$ cat src/hw/rtl/two_machine_makespan_dp_assert.svh
// ----------------------------------------------------------------------------
// two_machine_makespan_dp assertion macros
// clocked on clk, disabled while arst_n is low
// ----------------------------------------------------------------------------
`ifndef TWO_MACHINE_MAKESPAN_DP_ASSERT_SVH
`define TWO_MACHINE_MAKESPAN_DP_ASSERT_SVH

// property must hold at every edge out of reset
`define TMM_ASSERT(label, prop, msg) \
	label: assert property (@(posedge clk) disable iff (!arst_n) prop) else $error(msg);

// expression must never be true out of reset
`define TMM_NEVER(label, expr, msg) \
	label: assert property (@(posedge clk) disable iff (!arst_n) !(expr)) else $error(msg);

`endif

$ cat src/hw/rtl/tmm_pkg.sv
// ----------------------------------------------------------------------------
// tmm_pkg
// shared constants and types of the two-machine makespan block
// ----------------------------------------------------------------------------
`default_nettype none

package tmm_pkg;

	localparam int TIME_W = 13;
	localparam int MAX_TOTAL_DEF = 4096;
	localparam logic [TIME_W-1:0] VAL_CAP = 13'h1FFF;

	// controller to datapath commands
	typedef struct packed {
		logic take;
		logic rd;
		logic clr_wr;
		logic load_res;
	} cmd_t;

endpackage

`default_nettype wire

$ cat src/hw/rtl/tmm_controller.sv
// ----------------------------------------------------------------------------
// tmm_controller
// sequencer for row clearing, per-task row sweeps and result hand-off
// ----------------------------------------------------------------------------
`default_nettype none
`include "two_machine_makespan_dp_assert.svh"

module tmm_controller #(
	parameter int MAX_TOTAL = tmm_pkg::MAX_TOTAL_DEF
) (
	input  wire                                clk,
	input  wire                                arst_n,
	input  wire                                in_valid,
	output logic                               in_ready,
	output logic                               out_valid,
	input  wire                                out_ready,
	input  wire                                last,
	output tmm_pkg::cmd_t                      cmd,
	output logic [$clog2(MAX_TOTAL+1)-1:0]     idx
);
	import tmm_pkg::*;

	localparam int AW = $clog2(MAX_TOTAL+1);

	typedef enum logic [2:0] {
		ST_CLEAR,
		ST_IDLE,
		ST_SCAN,
		ST_DRAIN,
		ST_FINISH
	} state_t;

	state_t        state_q;
	logic [AW-1:0] cnt_q;
	logic          out_valid_q;
	logic          res_free;

	assign res_free = !out_valid_q || out_ready;
	assign in_ready = (state_q == ST_IDLE);
	assign out_valid = out_valid_q;
	assign idx = cnt_q;

	always_comb begin
		cmd = '0;
		cmd.take = (state_q == ST_IDLE) && in_valid;
		cmd.rd = (state_q == ST_SCAN);
		cmd.clr_wr = (state_q == ST_CLEAR);
		cmd.load_res = (state_q == ST_FINISH) && res_free;
	end

	always_ff @(posedge clk or negedge arst_n) begin
		if (!arst_n) begin
			state_q <= ST_CLEAR;
			cnt_q <= AW'(MAX_TOTAL);
			out_valid_q <= 1'b0;
		end else begin
			if (cmd.load_res) begin
				out_valid_q <= 1'b1;
			end else if (out_ready) begin
				out_valid_q <= 1'b0;
			end
			case (state_q)
				ST_CLEAR: begin
					if (cnt_q == '0) begin
						state_q <= ST_IDLE;
					end else begin
						cnt_q <= cnt_q - 1'b1;
					end
				end
				ST_IDLE: begin
					if (in_valid) begin
						cnt_q <= AW'(MAX_TOTAL);
						state_q <= ST_SCAN;
					end
				end
				ST_SCAN: begin
					if (cnt_q == '0) begin
						cnt_q <= AW'(1);
						state_q <= ST_DRAIN;
					end else begin
						cnt_q <= cnt_q - 1'b1;
					end
				end
				ST_DRAIN: begin
					if (cnt_q == '0) begin
						state_q <= last ? ST_FINISH : ST_IDLE;
					end else begin
						cnt_q <= cnt_q - 1'b1;
					end
				end
				ST_FINISH: begin
					if (res_free) begin
						state_q <= ST_IDLE;
					end
				end
				default: begin
					state_q <= ST_IDLE;
				end
			endcase
		end
	end

	`TMM_ASSERT(a_cmd_excl,
		($onehot0({cmd.take, cmd.rd, cmd.clr_wr, cmd.load_res})),
		"commands overlap")
	`TMM_ASSERT(a_res_free, (cmd.load_res |-> (!out_valid_q || out_ready)), "result overwritten")
	`TMM_ASSERT(a_scan_end, ((state_q == ST_SCAN && cnt_q == '0) |=> state_q == ST_DRAIN),
		"sweep did not drain")

endmodule

`default_nettype wire

$ cat config.mk
export PLATFORM = sky130hd
export DESIGN_NAME = tmm_controller
export DESIGN_NICKNAME = d
export VERILOG_FILES = /design/src/hw/rtl/tmm_pkg.sv /design/src/hw/rtl/tmm_controller.sv
export VERILOG_INCLUDE_DIRS = /design/src /design/src/hw/rtl
export SDC_FILE = /design/constraint.sdc
export NUM_CORES = 1
export LEC_CHECK = 0
export BUFFER_PORTS_ARGS = -buffer_cell sky130_fd_sc_hd__buf_2
export CORE_ASPECT_RATIO = 1.2
export CORE_MARGIN = 5
export CORE_UTILIZATION = 54
export CTS_BUF_LIST = sky130_fd_sc_hd__clkbuf_4 sky130_fd_sc_hd__clkbuf_8 sky130_fd_sc_hd__clkbuf_16
export CTS_CLUSTER_DIAMETER = 80
export DETAILED_ROUTE_END_ITERATION = 7
export GPL_TIMING_DRIVEN = 0
export HOLD_SLACK_MARGIN = 0.1
export PLACE_DENSITY_LB_ADDON = 0.2
export RECOVER_POWER = 100
export SETUP_SLACK_MARGIN = 0.4
export SLEW_MARGIN = 30
export SYNTH_ARGS = -nofsm -noshare
export SYNTH_HDL_FRONTEND = slang
export SYNTH_SLANG_ARGS = --single-unit
export TNS_END_PERCENT = 1
$ cat constraint.sdc
create_clock -name clk -period 5.5 [get_ports clk]
set_input_delay 0.55 -clock clk [delete_from_list [all_inputs] [get_ports clk]]
set_output_delay 0.55 -clock clk [all_outputs]
set_load 0.01 [all_outputs]
Yosys cells after proc, flatten, opt, wreduce, memory -nomap -nowiden
Index checks and enable logic that the tools add are counted.
Word-level totals
  register bits after elaboration: 17
  output and inout bits: 19
  input port bits: 5
Operators by class
  mux-type cells: 13
  equality and inequality tests: 10
  add/subtract/negate cells: 1
  reductions and logical operators: 11
Operators by type and width (number)
  $mux W13: 3
  $pmux W13 S3: 1
  $mux W3: 6
  $pmux W3 S5: 1
  $logic_not A13 Y1: 1
  $sub A13 B1 Y13 const B: 1
  $ne A2 B2 Y1 const B: 4
  $eq A3 B2 Y1 const B: 2
  $reduce_and A5 Y1: 1
  $ne A2 B1 Y1 const B: 2
  $eq A3 B1 Y1 const B: 1
  $eq A3 B3 Y1 const B: 1
  $logic_not A3 Y1: 1
  $reduce_and A3 Y1: 1
  $reduce_bool A3 Y1: 1
  $logic_and A1 B1 Y1: 2
  $mux W1: 2
  $reduce_bool A2 Y1: 1
  $reduce_or A2 Y1: 1
  $logic_not A1 Y1: 1
  $logic_or A1 B1 Y1: 1

Logic depth before layout (Yosys ltp)
Gate-level depths: netlist (run 1).
  word-level depth: 4
  mapped depth: 8
  depth with buffers taken out: 6

Worst setup path before layout (run 1)
OpenSTA, ideal clock, no wires.
  path kind: reg2reg
  start: reg cnt_q[0], in the netlist idx[0]
  end: reg cnt_q[10], in the netlist idx[10]
  data arrival time: 2.101 ns
  stages on the path, launching flop included: 7
  path slack: 3.320 ns
  period minus slack after synthesis: 2.180 ns
  library setup time: 0.079 ns
  data required time: 5.421 ns
  path buffers: 0
  cells stage by stage: dfrtp_1 -> inv_1 -> ha_1 -> or3b_1 -> or4_1 -> or4_1 -> a21oi_1
Between the ends
  cells in the longest elaborated chain, start to end: 3
  elaborated cells on any way between the ends: 7
  classes of those cells: add/sub: 1; eq/ne: 1; mux: 3; reduce/logical: 2
RTL lines
  from (decl): RTL line tmm_controller.sv:34  | logic [AW-1:0] cnt_q;
  from (signal assigned): RTL line tmm_controller.sv:54  | cnt_q <= AW'(MAX_TOTAL);
  from (signal assigned): RTL line tmm_controller.sv:67  | cnt_q <= cnt_q - 1'b1;
  from (signal assigned): RTL line tmm_controller.sv:72  | cnt_q <= AW'(MAX_TOTAL);
  $sub A13 B1 Y13 / $logic_not A13 Y1 (equally long branches)
  $mux W13 (tied with other cells): RTL line tmm_controller.sv:64, tmm_controller.sv:85
  $pmux W13 S3 / $reduce_and A3 Y1 (equally long branches)
Several ways; a longest one is shown, not always the timed one. The select of a mux whose other input is x is not followed.
A chain may end at the register's enable or synchronous reset.

Final worst setup path (run 1)
  start: reg cnt_q[5], in the netlist idx[5]
  end: reg cnt_q[1], in the netlist idx[1]
Between the ends
  cells in the longest elaborated chain, start to end: 3
  elaborated cells on any way between the ends: 5
  classes of those cells: eq/ne: 1; mux: 2; reduce/logical: 2
RTL lines (RTL line)
  $logic_not A13 Y1 (*): tmm_controller.sv:64, tmm_controller.sv:77, tmm_controller.sv:85
  $mux W13 / $ne A2 B2 Y1 (equally long branches)
  $pmux W13 S3 / $reduce_and A3 Y1 (equally long branches)
Every way passes the cells marked *; elsewhere a longest branch is shown, timed or not.

==> key figures, run 1 <==
Placed design
  • Port Buffers: 23
  • Placer Congestion: 0.878
  • DP Area: 1210 sq um
  • Setup Slack @ Placement: 3.15 ns
  • DP HPWL: 2010 microns

STA
  • Final hold viol count: 0
  • Slew @ Worst Pin: 0.929 ns
  • Total Neg Setup Slack: 0 ns
  • Slew margin rel.: 0.380
  • RSZ-0062 raised after global routing: false
  • Setup ws final: 2.68 ns
  • Layout Skew: between 0.002 and 0.003 ns
  • # setup viols final: 0
  • Max Slew Vio Count: 0
  • Fin crit share: 0.514
  • Hold Slack: 0.367 ns
  • Highest Clock Rate: about 350 MHz
  • Min Tclk post-route: 2.82 ns

Yosys
  • Syn Nets: 125
  • Commonest cells post-synth: dfrtp_1, a21oi_1, or4_1
  • Syn Area/Cell: 9.12 sq um
  • Seq cells post-synth: 17
  • Register area share after synthesis: 0.397
  • Top cell type's share of synthesized area: 0.372
  • Synthesized area: 1080 sq um
  • Synth Flop Type: dfrtp_1
  • Cell with the most instances after synthesis: dfrtp_1
  • Gate Count Post-Synth: between 100 and 150
  • Cell taking the most area after synthesis: dfrtp_1
  • Largest cells by area after synthesis: dfrtp_1, or4_1, a21oi_1, o31ai_1, o21ai_0
  • Yosys cell types: 38
  • Syn. warnings: 0
  • Post-synth EDFFs: 0
  • Ys async rst share: 1.00

GRT
  • Met3 GRT Util: 0.0228
  • GRT busiest layer: met2
  • Met2 GRT Util: 0.344
  • Tot GR Track Use: 0.199
  • Initial antenna violation count: 0
  • Total grt overflow: 0
  • Vias in the first global route: 1023
  • Grt met1 use: 0.250
  • First-pass GRT wire length: roughly 4700 microns
  • Largest net degree at the start of global routing: 18

Setup path
  • CP arrival: 3.00 ns
  • Startpoint types: flop
  • Critical Path, Cell by Cell: nor4_1 -> and4_1 -> clkbuf_1 -> clkbuf_1 -> o21ai_0 -> o41ai_1
  • CP required: 5.68 ns
  • Setup CP Type: flop to flop
  • Worst Setup End Kind: flop
  • Crit Path Max Fanout: 10
  • CP dominant cell by count: clkbuf_1
  • Slowest cell delay on critical path: 0.70 ns
  • Critical path's top delay family: simple AND/OR/NAND/NOR gates
  • Slowest cell on crit path: nor4_1
  • Critical path buffers and inverters: 2

Route
  • Initial DRT Pass Iterations: 5
  • Via density: 6.74
  • Routed via count: 1106
  • DRT iter0 DRCs: 22
  • WL final: between 2000 and 3000 microns
  • DRC viols: 0
  • Wire per inst: about 17 microns
  • Final ANT Viol Nets: 0

Clock tree
  • Clock Latency Late Sink: 0.29 ns
  • CTS buffer count: 3
  • CTS tree: built
  • H-tree depth: 1
  • CTS Hold Buffers Added: 0
  • Reg clk slew, reported paths: 0.09 ns
  • Max Buffers Root-to-Sink: 2
  • Setup bufs post-CTS: 0
  • Root buffer cell: clkbuf_4
  • Clock Sinks: 17
  • Resize count post-CTS: 0

Pwr
  • Switching Share: 0.468
  • PnR Total Power: 666 uW
  • Pwr/cell area: approximately 550 nW/um^2
  • Clk pwr share: 0.107
  • Reg power frac: 0.381
  • Int Pwr: 354 uW
  • Worst VDD drop: 0.316 mV
  • Psw: just over 300 uW
  • Static Leak: 0.000487 uW
  • Part of the power in combinational logic: 0.512

Die
  • Die W: 50.8 microns
  • Die area: 2990 sq um
  • I/O pins: 24
  • Core ar.: about 1900 sq um
  • Die Y: 58.9 microns
  • Initial core utilization: 0.575
  • Row count: 17

Final layout
  • Design area: 1220 sq um
  • Diode count: 0
  • Area overhead of the layout relative to synthesis: 13.0%
  • Share of cells above drive strength 1: 0.103
  • Total Nets Final: 153

Outcome
  • Status: complete, no violations

Flow run
  • Number of max-cap violations: 0

Worst hold path
  • Worst Hold Class: primary input to asynchronous set/reset pin
-- path summary, 6_finish.rpt --
| kind | cells after the start | slack, ns | startpoint | end |
|---|---|---|---|---|
| setup reg to reg | 6 | 2.68 | idx[5] | idx[1] |
| setup / recovery | 6 | 2.68 | idx[5] | idx[1] |
| hold / removal | 1 | 0.37 | arst_n | idx[11] |
| min in group clk | 3 | 0.54 | last | state_q[2] |
| max in group asynchronous | 1 | 4.57 | arst_n | idx[6] |
| hold reg to reg | 2 | 0.58 | idx[11] | idx[11] |
-- stage by stage --
stage,std cells,utilization
floorplan,118,-
global placement,160,0.649
detailed placement,160,0.649
CTS,164,0.665
global route,164,0.650
finish,164,0.650
-- flip-flops by register name, indices dropped and copies added, names as in the netlist --
signal / count
idx: 13
state_q: 3
out_valid: 1
-- cell usage in the layout, fill, tap and decap left out, types with 2 or more instances in the layout --
cell type  netlist  routed
clkbuf_1         2      23
dfrtp_1         16      16
a21oi_1         12      12
or4_1            9       9
inv_1            7       7
o31ai_1          7       7
buf_2            3       6
o21ai_0          6       6
nor2_1           5       5
nand3_1          4       4
or3_1            4       4
clkbuf_4         0       4
nor2b_1          3       3
nand2_1          3       3
nor4_1           3       3
nand4_1          3       3
nor3_1           2       2
nor3b_1          2       2
nand2b_1         2       2
o41ai_1          2       2
a32oi_1          2       2
o2111ai_1        2       2
or4_2            2       2
ha_1             2       2
-- power by group through the flow --
stage	Sequential (uW)	Combinational, uW	Clock [uW]
final	254	341	71.0
after global routing	266	385	80.1
after detailed placement	254	352	0
after global placement	251	338	0
after floorplan	261	222	0
after CTS	252	354	72.6
-- logic make-up after synthesis --
logic type                 after synthesis  share of synthesized area
AOI/OAI and AO/OA                       34                      0.206
xor gates and xnor gates                 1                    0.00814
adders and majority gates                2                     0.0233
buffers and inverters                   13                     0.0523
DFF                                     17                      0.397
muxes                                    1                    0.00930
and+or+nand+nor                         50                      0.305
-- layout make-up --
| class | instances | area [sq um] |
|---|---|---|
| buffer | 6 | 23.8 |
| tap | 19 | 23.8 |
| sequential | 17 | 427 |
| fill | 177 | 656 |
| multi-input combinational | 88 | 593 |
| timing repair buffer | 23 | 92.6 |
| clock buffer | 4 | 30.0 |
| inverter | 7 | 26.3 |
-- routing by layer --
layer  up-vias  part of all wire  routed length [microns]
li1        519                 -                        -
met2        46              0.51                     1420
met5         -                 0                        0
met3         7             0.066                      184
met4         0             0.018                       50
met1       534              0.41                     1130
No activity file was read; power rests on OpenSTA's default activity.
==> inputs of run 2 (changes only) <==
--- a/config.mk
+++ b/config.mk
@@ -9,7 +9,7 @@
 export BUFFER_PORTS_ARGS = -buffer_cell sky130_fd_sc_hd__buf_2
 export CORE_ASPECT_RATIO = 1.2
 export CORE_MARGIN = 5
-export CORE_UTILIZATION = 54
+export CORE_UTILIZATION = 52
 export CTS_BUF_LIST = sky130_fd_sc_hd__clkbuf_4 sky130_fd_sc_hd__clkbuf_8 sky130_fd_sc_hd__clkbuf_16
 export CTS_CLUSTER_DIAMETER = 80
 export DETAILED_ROUTE_END_ITERATION = 7
==> constraint.sdc (replaced) <==
create_clock -name clk -period 2.6 [get_ports clk]
set_input_delay 0.26 -clock clk [delete_from_list [all_inputs] [get_ports clk]]
set_output_delay 0.26 -clock clk [all_outputs]
set_load 0.01 [all_outputs]
==> run 2 against run 1 <==
Flip-flop and latch count unchanged. Global-route usage increased by 0.18 points. Die area increased by 3.1%. Final area increased by 7.7%. Routed wire length increased by 11%. Critical path depth unchanged. Sequential share of layout area decreased by 2.5 points.
==> key figures, run 2 (synthesized netlist as in run 1, its figures left out) <==
Setup path
  • Crit Path Max Fanout: 5
  • Worst reg-to-reg path cell count: 6
  • Setup CP Type: flop to flop
  • Setup slack, reg-to-reg: about 0.36 ns
  • Startpoint types: flop
  • CP arrival: 2.47 ns
  • CP required: around 2.8 ns
  • Worst Setup End Kind: flop
  • FF-to-FF End: idx[10]
  • Worst reg2reg path startpoint: idx[1]

Final layout
  • Total Nets Final: between 150 and 200
  • Share of cells above drive strength 1: 0.188
  • # fillers: slightly below 200
  • Reg area: ~430 sq um
  • Multi-input logic area: between 600 and 700 sq um
  • Most common cell after layout, fill and taps aside: clkbuf_1
  • Post-route insts no fill: 169
  • Area overhead of the layout relative to synthesis: 21.7%
  • Max FFs per register: 13
  • Final core occ: 0.646
  • Commonest cells after routing, fill and taps aside: clkbuf_1, dfrtp_1, a21oi_1
  • Diode count: 0

Placed design
  • DP HPWL: roughly 2000 microns
  • Setup Slack @ Placement: 0.302 ns
  • Port Buffers: 23
  • Placer Congestion: 0.827
  • Placed Cells: 161

GRT
  • Tot GR Track Use: 0.201
  • Total grt overflow: 0
  • Vias in the first global route: ~1000
  • First-pass GRT wire length: roughly 4700 microns
  • Initial antenna violation count: 0
  • Largest net degree at the start of global routing: 18

Route
  • Wire per inst: 18.3 microns
  • Via density: 6.80
  • Routed via count: roughly 1100
  • DRT iter0 DRCs: 44
  • DRC viols: 0
  • Initial DRT Pass Iterations: 4
  • WL final: roughly 3100 microns
  • Final ANT Viol Nets: 0

STA
  • # setup viols final: 0
  • Slew margin rel.: 0.359
  • Min Tclk post-route: about 2.2 ns
  • Fin crit share: 0.863
  • Slew @ Worst Pin: slightly below 1 ns
  • Final hold viol count: 0
  • Total Neg Setup Slack: 0 ns
  • Hold Slack: 0.218 ns
  • Layout Skew: 0.00903 ns
  • Max Slew Vio Count: 0
  • Highest Clock Rate: 445 MHz
  • Setup ws final: 0.355 ns
  • RSZ-0062 raised after global routing: true

Die
  • Core ar.: about 2000 sq um
  • Die Y: 59.8 microns
  • Row count: 18
  • I/O pins: 24
  • Die W: roughly 52 microns
  • Initial core utilization: 0.531
  • Die area: a little over 3000 sq um

Clock tree
  • CTS buffer count: 3
  • Max Buffers Root-to-Sink: 2
  • H-tree depth: 1
  • CTS tree: built
  • Reg clk slew, reported paths: 0.11 ns
  • Clock Latency Late Sink: about 0.3 ns
  • Root buffer cell: clkbuf_4
  • Clock Sinks: 17

Flow run
  • Number of max-cap violations: 0

Outcome
  • Status: complete, no violations

Worst hold path
  • Hold_sp: last
  • Hold endpoint: state_q[2]
  • Worst Hold Class: primary input to flop
  • Hold depth: 3

Pwr
  • Worst VDD drop: 0.619 mV
  • Pwr/cell area: between 1000 and 1500 nW/um^2
  • Static Leak: 0.000523 uW
-- run 2: changes by cell type in the layout (fill, tap and decap cells not counted), moves of 2 or more --
| cell | before | now |
|---|---|---|
| clkbuf_1 | 23 | 21 |
| buf_2 | 6 | 8 |
| a21oi_1 | 12 | 10 |
| a21oi_2 | 0 | 2 |
| nor4_1 | 3 | 1 |
| or4_1 | 9 | 7 |
| buf_4 | 0 | 2 |
| or4_4 | 1 | 3 |
-- run 2: worst max-delay path by stage --
| stage | from | end | slack, ns |
|---|---|---|---|
| 4_1_cts | idx[7] | idx[5] | 0.39 |
| 5_1_grt | idx[1] | idx[10] | 0.26 |
| 6_report | idx[1] | idx[10] | 0.36 |
| 2_1_floorplan | idx[0] | idx[10] | 0.42 |
| 3_5_place_dp | idx[0] | idx[8] | 0.30 |
| 3_3_place_gp | idx[5] | idx[0] | 0.33 |
-- run 2: routing by layer --
metal | track usage | share of wire | vias to the layer above
met5 | 0 | 0 | -
met3 | 0.0249 | 0.056 | 9
met1 | 0.239 | 0.41 | 567
met4 | 0.0899 | 0.021 | 0
met2 | 0.358 | 0.52 | 50
li1 | - | - | 523
-- run 2: critical path, cell delays in order, from the launching register on --
cell and delay, ns:
dfrtp_1 0.39, inv_1 0.12, ha_4 0.15, or3b_1 0.42, or4_1 0.51, or4_4 0.44
a21oi_2 0.14
-- run 2: final cells by class --
type | instances | area share
plain buffers | 6 | 0.0239
clock buffers | 4 | 0.0229
inverters | 7 | 0.0201
multi-input cells | 88 | 0.497
flip-flops and latches | 17 | 0.326
well taps | 20 | 0.0191
repair buffers | 27 | 0.0917
-- run 2: power by group --
part / switching [uW] / total [uW] / internal, uW
clock: 91.6 / 162 / 70.2
sequential: 182 / 564 / 382
combinational: 468 / 828 / 360
-- run 2: what timing repair did --
item / CTS / global route
setup endpoints to repair: 11 / 11
hold buffers: 1 / 0
buffers inserted: 2 / 1
resized for setup: 6 / 12
hold endpoints to repair: 16 / 0
pin swaps: 0 / 1
-- run 2: metrics by stage --
stage / power [uW] / cell area (sq um)
detailed placement: 1270 / 1220
global route: 1670 / 1310
finish: 1550 / 1310
global placement: 1250 / 1220
floorplan: 1020 / 1080
CTS: 1500 / 1300
